[src/rtl/gbpe_pkg.sv]
`timescale 1ns / 1ps
// ----------------------------------------------------------------------------
// GF(2) Boolean polynomial engine - shared definitions
// Command codes, sequencer states and the default variable count.
// ----------------------------------------------------------------------------
package gbpe_pkg;

	localparam int NUM_VARS_DEF = 8;

	// Codes above CMD_REPORT behave as a report.
	typedef enum logic [2:0] {
		CMD_CLEAR  = 3'd0,
		CMD_TOGGLE = 3'd1,
		CMD_MULT   = 3'd2,
		CMD_SUBST  = 3'd3,
		CMD_EVAL   = 3'd4,
		CMD_REPORT = 3'd5
	} cmd_t;

	typedef enum logic [2:0] {
		ST_INIT,
		ST_IDLE,
		ST_REWR,
		ST_SCAN,
		ST_DONE
	} state_t;

endpackage

[src/rtl/gf2_boolean_polynomial_engine.sv]
`timescale 1ns / 1ps
// ----------------------------------------------------------------------------
// GF(2) Boolean polynomial engine
// Holds one polynomial in algebraic normal form, one presence bit per
// monomial mask, and applies one command per input transfer.
// ----------------------------------------------------------------------------
// Usage:
//   Input channel in_valid/in_ready carries cmd, mono and values. Output
//   channel out_valid/out_ready carries eval_bit, degree and used_vars, one
//   result per command, taken after the command has been applied.
//   The block handles one command at a time; in_ready is high only when idle.
//   Every command ends with a scan of all 2^NUM_VARS terms, one term per
//   cycle through the term memory read port.
//   Multiply and substitute first sweep all terms into a scratch memory
//   (one read-modify-write per cycle with a one-entry bypass), then the scan
//   copies scratch back.
//   After reset a clearing pass zeroes both memories; in_ready stays low
//   meanwhile.
//   The result sits in an output register. While the receiver stalls, the
//   finished result holds; a following command may already be accepted and
//   worked on, and it waits for the output register before it completes.
// ----------------------------------------------------------------------------
module gf2_boolean_polynomial_engine
	import gbpe_pkg::*;
#(
	parameter int NUM_VARS = NUM_VARS_DEF
) (
	input  logic              clk,
	input  logic              arst_n,
	input  logic              in_valid,
	output logic              in_ready,
	input  logic [2:0]        cmd,
	input  logic [7:0]        mono,
	input  logic [7:0]        values,
	output logic              out_valid,
	input  logic              out_ready,
	output logic              eval_bit,
	output logic signed [4:0] degree,
	output logic [7:0]        used_vars
);

	localparam int IDX_W      = NUM_VARS;
	localparam int TERM_COUNT = 1 << NUM_VARS;
	localparam int DEG_W      = $clog2(NUM_VARS + 1);

	state_t state_q, state_d;

	// command registers
	logic [2:0]       cmd_q;
	logic [IDX_W-1:0] mono_q;
	logic [IDX_W-1:0] vals_q;

	// sequencer
	logic [IDX_W:0]   cnt_q;
	logic [IDX_W-1:0] t;
	logic             issue;
	logic             phase_done;
	logic             accept;
	logic             out_load;

	// memories
	logic             pres_mem [TERM_COUNT];
	logic             scr_mem  [TERM_COUNT];
	logic             pres_we;
	logic             scr_we;
	logic [IDX_W-1:0] scr_raddr;
	logic [IDX_W-1:0] scr_waddr;
	logic             scr_wdata;

	// stage 1
	logic             vld_s1;
	logic [IDX_W-1:0] t_s1;
	logic [IDX_W-1:0] d_s1;
	logic             ok_s1;
	logic             pres_rd_s1;
	logic             scr_rd_s1;
	logic             byp_s1;
	logic             byp_dat_s1;

	// rewrite mapping of the issued term
	logic [IDX_W-1:0] dest;
	logic             dest_ok;
	logic [IDX_W-1:0] sub_y;
	logic             scr_val;
	logic             nw;

	// command decode
	logic is_copy;
	logic is_clear;
	logic is_toggle;
	logic is_eval;
	logic is_write;

	// scan datapath
	logic             v;
	logic [DEG_W-1:0] wt;
	logic             force_zero;
	logic             clr_scr;

	// accumulators and output register
	logic             any_q;
	logic [DEG_W-1:0] deg_acc_q;
	logic [IDX_W-1:0] used_acc_q;
	logic             par_q;
	logic             out_valid_q;
	logic             eval_q;
	logic [4:0]       degree_q;
	logic [7:0]       used_q;

	logic [IDX_W+7:0] mono_pad;
	logic [IDX_W+7:0] vals_pad;
	logic [IDX_W+7:0] used_pad;
	logic [DEG_W+4:0] deg_pad;

	assign mono_pad = {{IDX_W{1'b0}}, mono};
	assign vals_pad = {{IDX_W{1'b0}}, values};
	assign used_pad = {8'd0, used_acc_q};
	assign deg_pad  = {5'd0, deg_acc_q};

	assign t      = cnt_q[IDX_W-1:0];
	assign accept = in_valid && in_ready;

	// ---------------- state machine ----------------
	always_comb begin
		state_d = state_q;
		unique case (state_q)
			ST_INIT: begin
				if (phase_done) state_d = ST_IDLE;
			end
			ST_IDLE: begin
				if (in_valid) begin
					if (cmd == CMD_MULT || cmd == CMD_SUBST) state_d = ST_REWR;
					else state_d = ST_SCAN;
				end
			end
			ST_REWR: begin
				if (phase_done) state_d = ST_SCAN;
			end
			ST_SCAN: begin
				if (phase_done) state_d = ST_DONE;
			end
			ST_DONE: begin
				if (!out_valid_q || out_ready) state_d = ST_IDLE;
			end
			default: state_d = ST_INIT;
		endcase
	end

	always_comb begin
		in_ready   = 1'b0;
		issue      = 1'b0;
		phase_done = 1'b0;
		out_load   = 1'b0;
		unique case (state_q)
			ST_INIT, ST_REWR, ST_SCAN: begin
				issue      = !cnt_q[IDX_W];
				phase_done = cnt_q[IDX_W] && !vld_s1;
			end
			ST_IDLE: in_ready = 1'b1;
			ST_DONE: out_load = !out_valid_q || out_ready;
			default: ;
		endcase
	end

	always_ff @(posedge clk or negedge arst_n) begin
		if (!arst_n) begin
			state_q <= ST_INIT;
			cnt_q   <= '0;
			vld_s1  <= 1'b0;
		end else begin
			state_q <= state_d;
			vld_s1  <= issue;
			if (accept || phase_done) cnt_q <= '0;
			else if (issue) cnt_q <= cnt_q + 1'b1;
		end
	end

	always_ff @(posedge clk) begin
		if (accept) begin
			cmd_q  <= cmd;
			mono_q <= mono_pad[IDX_W-1:0];
			vals_q <= vals_pad[IDX_W-1:0];
		end
	end

	// ---------------- command decode ----------------
	always_comb begin
		is_copy   = 1'b0;
		is_clear  = 1'b0;
		is_toggle = 1'b0;
		is_eval   = 1'b0;
		is_write  = 1'b1;
		case (cmd_q) inside
			CMD_MULT, CMD_SUBST: is_copy = 1'b1;
			CMD_CLEAR:           is_clear = 1'b1;
			CMD_TOGGLE:          is_toggle = 1'b1;
			CMD_EVAL: begin
				is_eval  = 1'b1;
				is_write = 1'b0;
			end
			default:             is_write = 1'b0;
		endcase
	end

	// ---------------- rewrite mapping ----------------
	assign sub_y = t & mono_q;

	always_comb begin
		if (cmd_q == CMD_MULT) begin
			dest    = t | mono_q;
			dest_ok = 1'b1;
		end else begin
			dest    = t & ~mono_q;
			dest_ok = ((vals_q & sub_y) == sub_y);
		end
	end

	// the previous cycle's write is invisible to this cycle's read: bypass it
	assign scr_val = byp_s1 ? byp_dat_s1 : scr_rd_s1;
	assign nw      = scr_val ^ (pres_rd_s1 & ok_s1);

	always_ff @(posedge clk) begin
		t_s1       <= t;
		d_s1       <= dest;
		ok_s1      <= dest_ok;
		byp_dat_s1 <= nw;
	end

	always_ff @(posedge clk or negedge arst_n) begin
		if (!arst_n) begin
			byp_s1 <= 1'b0;
		end else begin
			byp_s1 <= (state_q == ST_REWR) && vld_s1 && (d_s1 == dest);
		end
	end

	// ---------------- scan datapath ----------------
	assign force_zero = (state_q == ST_INIT) || is_clear;
	assign clr_scr    = (state_q == ST_INIT) || is_copy;

	always_comb begin
		if (force_zero) v = 1'b0;
		else if (is_copy) v = scr_rd_s1;
		else v = pres_rd_s1 ^ (is_toggle && (t_s1 == mono_q));
	end

	always_comb begin
		wt = '0;
		for (int i = 0; i < IDX_W; i++) begin
			wt = wt + DEG_W'(t_s1[i]);
		end
	end

	// ---------------- memories ----------------
	assign pres_we   = vld_s1 && (state_q == ST_INIT ||
		(state_q == ST_SCAN && is_write));
	assign scr_raddr = (state_q == ST_REWR) ? dest : t;
	assign scr_waddr = (state_q == ST_REWR) ? d_s1 : t_s1;
	assign scr_wdata = (state_q == ST_REWR) ? nw : 1'b0;
	assign scr_we    = vld_s1 && ((state_q == ST_REWR) ||
		((state_q == ST_SCAN || state_q == ST_INIT) && clr_scr));

	always_ff @(posedge clk) begin
		if (pres_we) pres_mem[t_s1] <= v;
		pres_rd_s1 <= pres_mem[t];
	end

	always_ff @(posedge clk) begin
		if (scr_we) scr_mem[scr_waddr] <= scr_wdata;
		scr_rd_s1 <= scr_mem[scr_raddr];
	end

	// ---------------- accumulators ----------------
	always_ff @(posedge clk or negedge arst_n) begin
		if (!arst_n) begin
			any_q      <= 1'b0;
			deg_acc_q  <= '0;
			used_acc_q <= '0;
			par_q      <= 1'b0;
		end else if (accept) begin
			any_q      <= 1'b0;
			deg_acc_q  <= '0;
			used_acc_q <= '0;
			par_q      <= 1'b0;
		end else if (vld_s1 && state_q == ST_SCAN && v) begin
			any_q      <= 1'b1;
			used_acc_q <= used_acc_q | t_s1;
			if (wt > deg_acc_q) deg_acc_q <= wt;
			if (is_eval && ((t_s1 & ~mono_q) == '0)) par_q <= ~par_q;
		end
	end

	// ---------------- output register ----------------
	always_ff @(posedge clk or negedge arst_n) begin
		if (!arst_n) begin
			out_valid_q <= 1'b0;
		end else if (out_load) begin
			out_valid_q <= 1'b1;
		end else if (out_ready) begin
			out_valid_q <= 1'b0;
		end
	end

	always_ff @(posedge clk) begin
		if (out_load) begin
			eval_q   <= par_q;
			degree_q <= any_q ? deg_pad[4:0] : 5'h1F;
			used_q   <= used_pad[7:0];
		end
	end

	assign out_valid = out_valid_q;
	assign eval_bit  = eval_q;
	assign degree    = degree_q;
	assign used_vars = used_q;

endmodule

[config.mk]
export PLATFORM = sky130hd
export DESIGN_NAME = gf2_boolean_polynomial_engine
export DESIGN_NICKNAME = d
export VERILOG_FILES = /design/src/rtl/gbpe_pkg.sv /design/src/rtl/gf2_boolean_polynomial_engine.sv
export SDC_FILE = /design/constraint.sdc
export NUM_CORES = 1
export LEC_CHECK = 0
export ABC_AREA = 1
export CAP_MARGIN = 15
export CORE_ASPECT_RATIO = 0.5
export CORE_MARGIN = 4
export CORE_UTILIZATION = 40
export CTS_BUF_LIST = sky130_fd_sc_hd__clkbuf_4 sky130_fd_sc_hd__clkbuf_8
export DETAILED_ROUTE_END_ITERATION = 6
export DONT_BUFFER_PORTS = 1
export PLACE_DENSITY = 0.58
export SKIP_CTS_REPAIR_TIMING = 1
export SYNTH_ARGS = -nofsm -noshare
export SYNTH_HDL_FRONTEND = slang
export SYNTH_SLANG_ARGS = --single-unit
export TNS_END_PERCENT = 100
[constraint.sdc]
create_clock -name clk -period 8.2 [get_ports clk]
set_input_delay 1.23 -clock clk [delete_from_list [all_inputs] [get_ports clk]]
set_output_delay 1.23 -clock clk [all_outputs]
set_load 0.01 [all_outputs]
# Yosys cells after proc, flatten, opt, wreduce, memory -nomap -nowiden
# Memory sizes are Yosys's and may differ from the RTL's. A register that Yosys moved wholly into a read port is not among the register bits.
# Index checks and enable logic that the tools add are counted.
[word_totals]
register_bits = 80
latch_bits = 0
mem_count = 2
out_inout_bits = 16
input_bits = 23
ram_bits = 512
romBits = 0
wordCells = 145
[op_classes]
magnitude_cmp = 1
mux = 49
shifts = 0
n_mul = 0
bitwise = 11
n_reduce_logical = 36
div = 0
n_eq_ne = 18
add_sub_neg = 8
[memory_table]
columns = ["name", "depth", "width", "rd", "rd_ports_with_merged_regs", "wr", "line", "source"]
rows = [
  ["pres_mem", 256, 1, 1, 1, 1, "gf2_boolean_polynomial_engine.sv:62", "logic pres_mem [TERM_COUNT];"],
  ["scr_mem", 256, 1, 1, 1, 1, "gf2_boolean_polynomial_engine.sv:63", "logic scr_mem [TERM_COUNT];"],
]
[ops]
columns = ["operator", "n"]
rows = [
  ["$mux 8", 5],
  ["$and 8x8->8", 4],
  ["$mux 1", 32],
  ["$eq 8x8->1", 3],
  ["$eq 3x2->1 const B", 6],
  ["$mux 9", 2],
  ["$add 4x1->4", 4],
  ["$or 8x8->8", 2],
  ["$mux 3", 5],
  ["$pmux 3 s5", 1],
  ["$logic_and 1x1->1", 12],
  ["$mux 4", 3],
  ["$ne 2x2->1 const B", 5],
  ["$reduce_bool 2->1", 5],
  ["$add 9x1->9 const B", 1],
  ["$logic_not 8->1", 1],
  ["$logic_or 1x1->1", 8],
  ["$not 8->8", 1],
  ["$eq 3x1->1 const B", 2],
  ["$eq 3x3->1 const B", 2],
  ["$logic_not 3->1", 2],
  ["$mux 5", 1],
  ["$reduce_and 5->1", 1],
  ["$add 3x1->4", 1],
  ["10 further kinds", 14],
]

# Logic depth before layout (Yosys ltp)
[logic_depth]
word_depth = 11
depth_mapped = 19
depth_no_buf = 19

# Worst setup path before layout
# No wires, ideal clock.
[synth_path]
path_type = "reg2reg"
start = "register state_q[2]"
end = "memory scr_mem[0], data pin"
setup_ps = 1399
path_slack_ps = -77
path_stages_with_launch = 7
n_path_buf = 1
period_less_slack_ps = 8277
t_required_ps = 6801
t_arrival_ps = 6877
cell_sequence = "dfrtp_1 -> inv_2 -> nand2_2 -> nor2_8 -> inv_4 -> buf_2 -> nor2_1"
[synth_between]
elab_chain_len = 2
[synth_lines]
columns = ["item", "line", "source"]
rows = [
  ["start: declaration", "gf2_boolean_polynomial_engine.sv:46", "state_t state_q, state_d;"],
  ["start signal: assignment", "gf2_boolean_polynomial_engine.sv:171", "state_q <= state_d;"],
  ["$eq 3x2->1", "gf2_boolean_polynomial_engine.sv:259", "assign scr_wdata = (state_q == ST_REWR) ? nw : 1'b0;"],
  ["$mux 1", "gf2_boolean_polynomial_engine.sv:259", ""],
  ["via scr_wdata", "gf2_boolean_polynomial_engine.sv:68", "logic scr_wdata;"],
  ["end: declaration", "gf2_boolean_polynomial_engine.sv:63", ""],
]
# The timed path passes the listed nets, and every way through them passes these cells.

# Worst setup path after layout
[layout_path]
start = "register cnt_q[0]"
end = "register scr_rd_s1, read port of scr_mem"
[layout_between]
elab_chain_len = 3
word_cells_on_any_way = 4
cone_classes = "mux (2); bitwise (2)"
[layout_lines]
columns = ["item", "line", "source"]
rows = [
  ["start: declaration", "gf2_boolean_polynomial_engine.sv:54", "logic [IDX_W:0] cnt_q;"],
  ["start signal: assignment", "gf2_boolean_polynomial_engine.sv:174", "else if (issue) cnt_q <= cnt_q + 1'b1;"],
  ["$and 8x8->8 or $or 8x8->8 (tied branches)", "gf2_boolean_polynomial_engine.sv:213, gf2_boolean_polynomial_engine.sv:210", ""],
  ["$mux 8", "gf2_boolean_polynomial_engine.sv:209", "if (cmd_q == CMD_MULT) begin"],
  ["$mux 8 *", "gf2_boolean_polynomial_engine.sv:257", "assign scr_raddr = (state_q == ST_REWR) ? dest : t;"],
  ["end: declaration", "gf2_boolean_polynomial_engine.sv:76", "logic scr_rd_s1;"],
]
# Mark *: on every way between the ends. The rest lies on a longest branch, timed or not.
# A chain may end at the register's enable or synchronous reset.

==> impl_metrics.csv <==
group,metric,value,unit
routing,via_count,19900,
sta,slew_violations,0,
synthesis,yosysTopAreaCellShare,0.598,
sta,fin_crit_sh,0.592,
setup_path,reg2reg_slack,3340,ps
flow_run,cap_violations,0,
floorplanning,initial_core_util,0.406,
routing,dr.pass1.iters,5,
floorplanning,die_h,193,um
floorplanning,dieArea,72900,um^2
synthesis,synth_top_cells_by_area,"edfxtp_1 60%, nor2_1 9.4%, nand2_1 5.6%",
routing,wl_per_cell,20.6,um
routing,drt_iter0_drc,2397,
synthesis,synth_nets,2814,
floorplanning,num_io_pins,39,
synthesis,synthArstFlopShare,0.0488,
setup_path,arrival,5470,ps
setup_path,startpoint_type,"flop",
power,pwr-share-clk,0.232,
setup_path,crit_type,"flop to flop",
cts,cts_sinks,594,
synthesis,ys_seq_area_frac,0.639,
synthesis,yosysTopAreaCell,"edfxtp_1",
grt,grt_pass1_wl,115000,um
synthesis,synth_cells,2767,
synthesis,synth_area,27400,um^2
sta,hold_viol_final,0,
sta,min_period,4860,ps
setup_path,crit_path_max_fanout,78,
grt,grtUsageTotal,0.207,
placement,port_buffers,0,
min_path,hp-class,"input port to async pin",
placement,placed_area,28100,um^2
power,power.static_leakage,0.0105,uW
sta,tightest_slew,1110,ps
power,p_seq_frac,0.386,
cts,cts_inserted_buffers,90,
grt,grt-ovfl-total,0,
setup_path,startpoint,"cnt_q[0]",
sta,totalNegativeSetupSlack,0,ps
cts,clock_latency,700,ps
routing,wirelength,75700,um
setup_path,crit_required,8810,ps
synthesis,synth_seq_cells,594,
synthesis,synthFlopType,"edfxtp_1",
routing,wl_met3,5340,um
sta,slew_headroom,0.256,
routing,met1_length,33000,um
sta,rsz0062_at_grt,"no",
synthesis,synth_cell_types,49,
cts,clk_pin_slew,70,ps
routing,dr_wl_met2,35000,um
setup_path,r2r-start,"cnt_q[0]",
floorplanning,core_area,67300,um^2
synthesis,syn_area_per_cell,9.89,um^2
placement,dp_hpwl,40500,um
layout,final_area,29800,um^2
placement,gp_congestion,0.815,
sta,max_freq,206,MHz
sta,skew,39.2,ps
floorplanning,fp-row-count,67,
status,status,"completed",
layout,nets,2764,
routing,drcViolationCount,0,
synthesis,synth_edf_count,545,
power,ir_drop,0.000253,V
power,powerDensity,350,nW/um^2
sta,setup_viol,0,
cts,htreeDepth,3,
floorplanning,fp.dieW,378,um
layout,drive_above_1_share,0.0792,
power,switching_share,0.415,
cts,cts_tree,"yes",
synthesis,yosysWarnings,0,
power,combPwrFrac,0.382,
setup_path,cp-end-kind,"flop",
grt,antenna_found_initial,1,
routing,ant_nets,0,
cts,cts_buffer_depth,3,
synthesis,yosys-top-cells-count,"685 x nor2_1, 545 x edfxtp_1, 411 x nand2_1",
grt,grt_pass1_vias,19100,
layout,syn_to_final_growth,8.87,%
synthesis,yosysMostFrequentCell,"nor2_1",
routing,vias_per_cell,5.40,
cts,root_buffer,"clkbuf_8",
power,power.switching,4330,uW
power,p_int,6110,uW
routing,top_layer,"met4",
grt,grt_max_degree,257,
-- worst max-delay path, cell delays in order, from the launching register on --
cell and delay, ps:
dfrtp_4 870, inv_4 380, nand2_4 580, nand2_4 620, inv_2 360, buf_4 650, nand2_1 100, nand2_1 100
nand2_1 50, nand3_1 90, nand3_1 90, nand3_1 150, nand3_1 210, nand3_1 130, nand3_1 80, nand2_1 110
-- placed cells by master (no fill, tap or decap), types with 27 or more instances in the layout --
cell,netlist,layout
inv_1,221,218
nand3_1,273,273
clkbuf_8,0,103
dfrtp_1,29,27
edfxtp_1,545,545
nand2_1,411,411
o21ai_0,152,152
o221ai_1,28,28
nor2_1,685,683
buf_4,4,28
o22ai_1,40,40
nand3b_1,36,36
-- cell type report --
cell class | count | area (um^2)
fill | 6414 | 37500
antenna | 1 | 2.50
sequential | 594 | 17500
multi-input combinational | 1773 | 8340
clock buffer | 129 | 1610
tap | 897 | 1120
timing repair buffer | 30 | 241
clock inverter | 25 | 108
inverter | 228 | 866
-- state kept, by name, indices dropped and copies added, names as in the netlist, 3 cells and up --
| signal | flops |
|---|---|
| d_s1 | 8 |
| degree | 5 |
| t_s1 | 8 |
| mono_q | 8 |
| used_acc_q | 8 |
| deg_acc_q | 4 |
| used_vars | 8 |
| cmd_q | 3 |
| state_q | 3 |
| cnt_q | 9 |
| scr_mem | 256 |
| vals_q | 8 |
| pres_mem | 256 |
-- metrics by stage --
step                      worst slack [ps]  std cells   util  total power [uW]  hold slack (ps)
after detailed placement              3500       3521  0.417              8050              421
after global placement                3530       3521  0.417              8020              429
after CTS                             3460       3675  0.442             10500              177
after global routing                  3000       3677  0.443             11100              183
after floorplan                       2680       2767      -              6830              345
final                                 3340       3677  0.443             10400              225
-- layer usage --
layer / track usage / vias up
met5: 0 / -
met4: 0.0764 / 0
met3: 0.0385 / 157
met2: 0.336 / 677
met1: 0.280 / 9797
li1: - / 9229
-- worst paths after layout --
check                       endpoint  cells past startpoint
max                        scr_rd_s1                     15
min                           byp_s1                      0
max reg2reg                scr_rd_s1                     15
min reg2reg                  t_s1[7]                      0
max in group asynchronous   cnt_q[0]                      0
min in group clk             t_s1[7]                      0
-- cells by family (layout without fill, tap and decap cells) --
family                     Yosys count  in the layout  synth area share
other                                0              1                 0
AOI/OAI and AO/OA                  269            269            0.0590
and+or+nand+nor                   1470           1470             0.228
muxes                                1              1          0.000412
adders and majority gates           24             24            0.0121
DFF                                594            594             0.639
xor gates and xnor gates             9              9           0.00288
buffers and inverters              400            412            0.0579
-- power by group through the flow --
| stage | sequential, uW | clock (uW) | combinational [uW] |
|---|---|---|---|
| finish | 4030 | 2420 | 3980 |
| floorplan | 4090 | 0 | 2750 |
| CTS | 4030 | 2460 | 3970 |
| global placement | 4090 | 0 | 3930 |
| global route | 4050 | 2610 | 4390 |
| detailed placement | 4090 | 0 | 3960 |
Power figures use the tool's default switching activity.
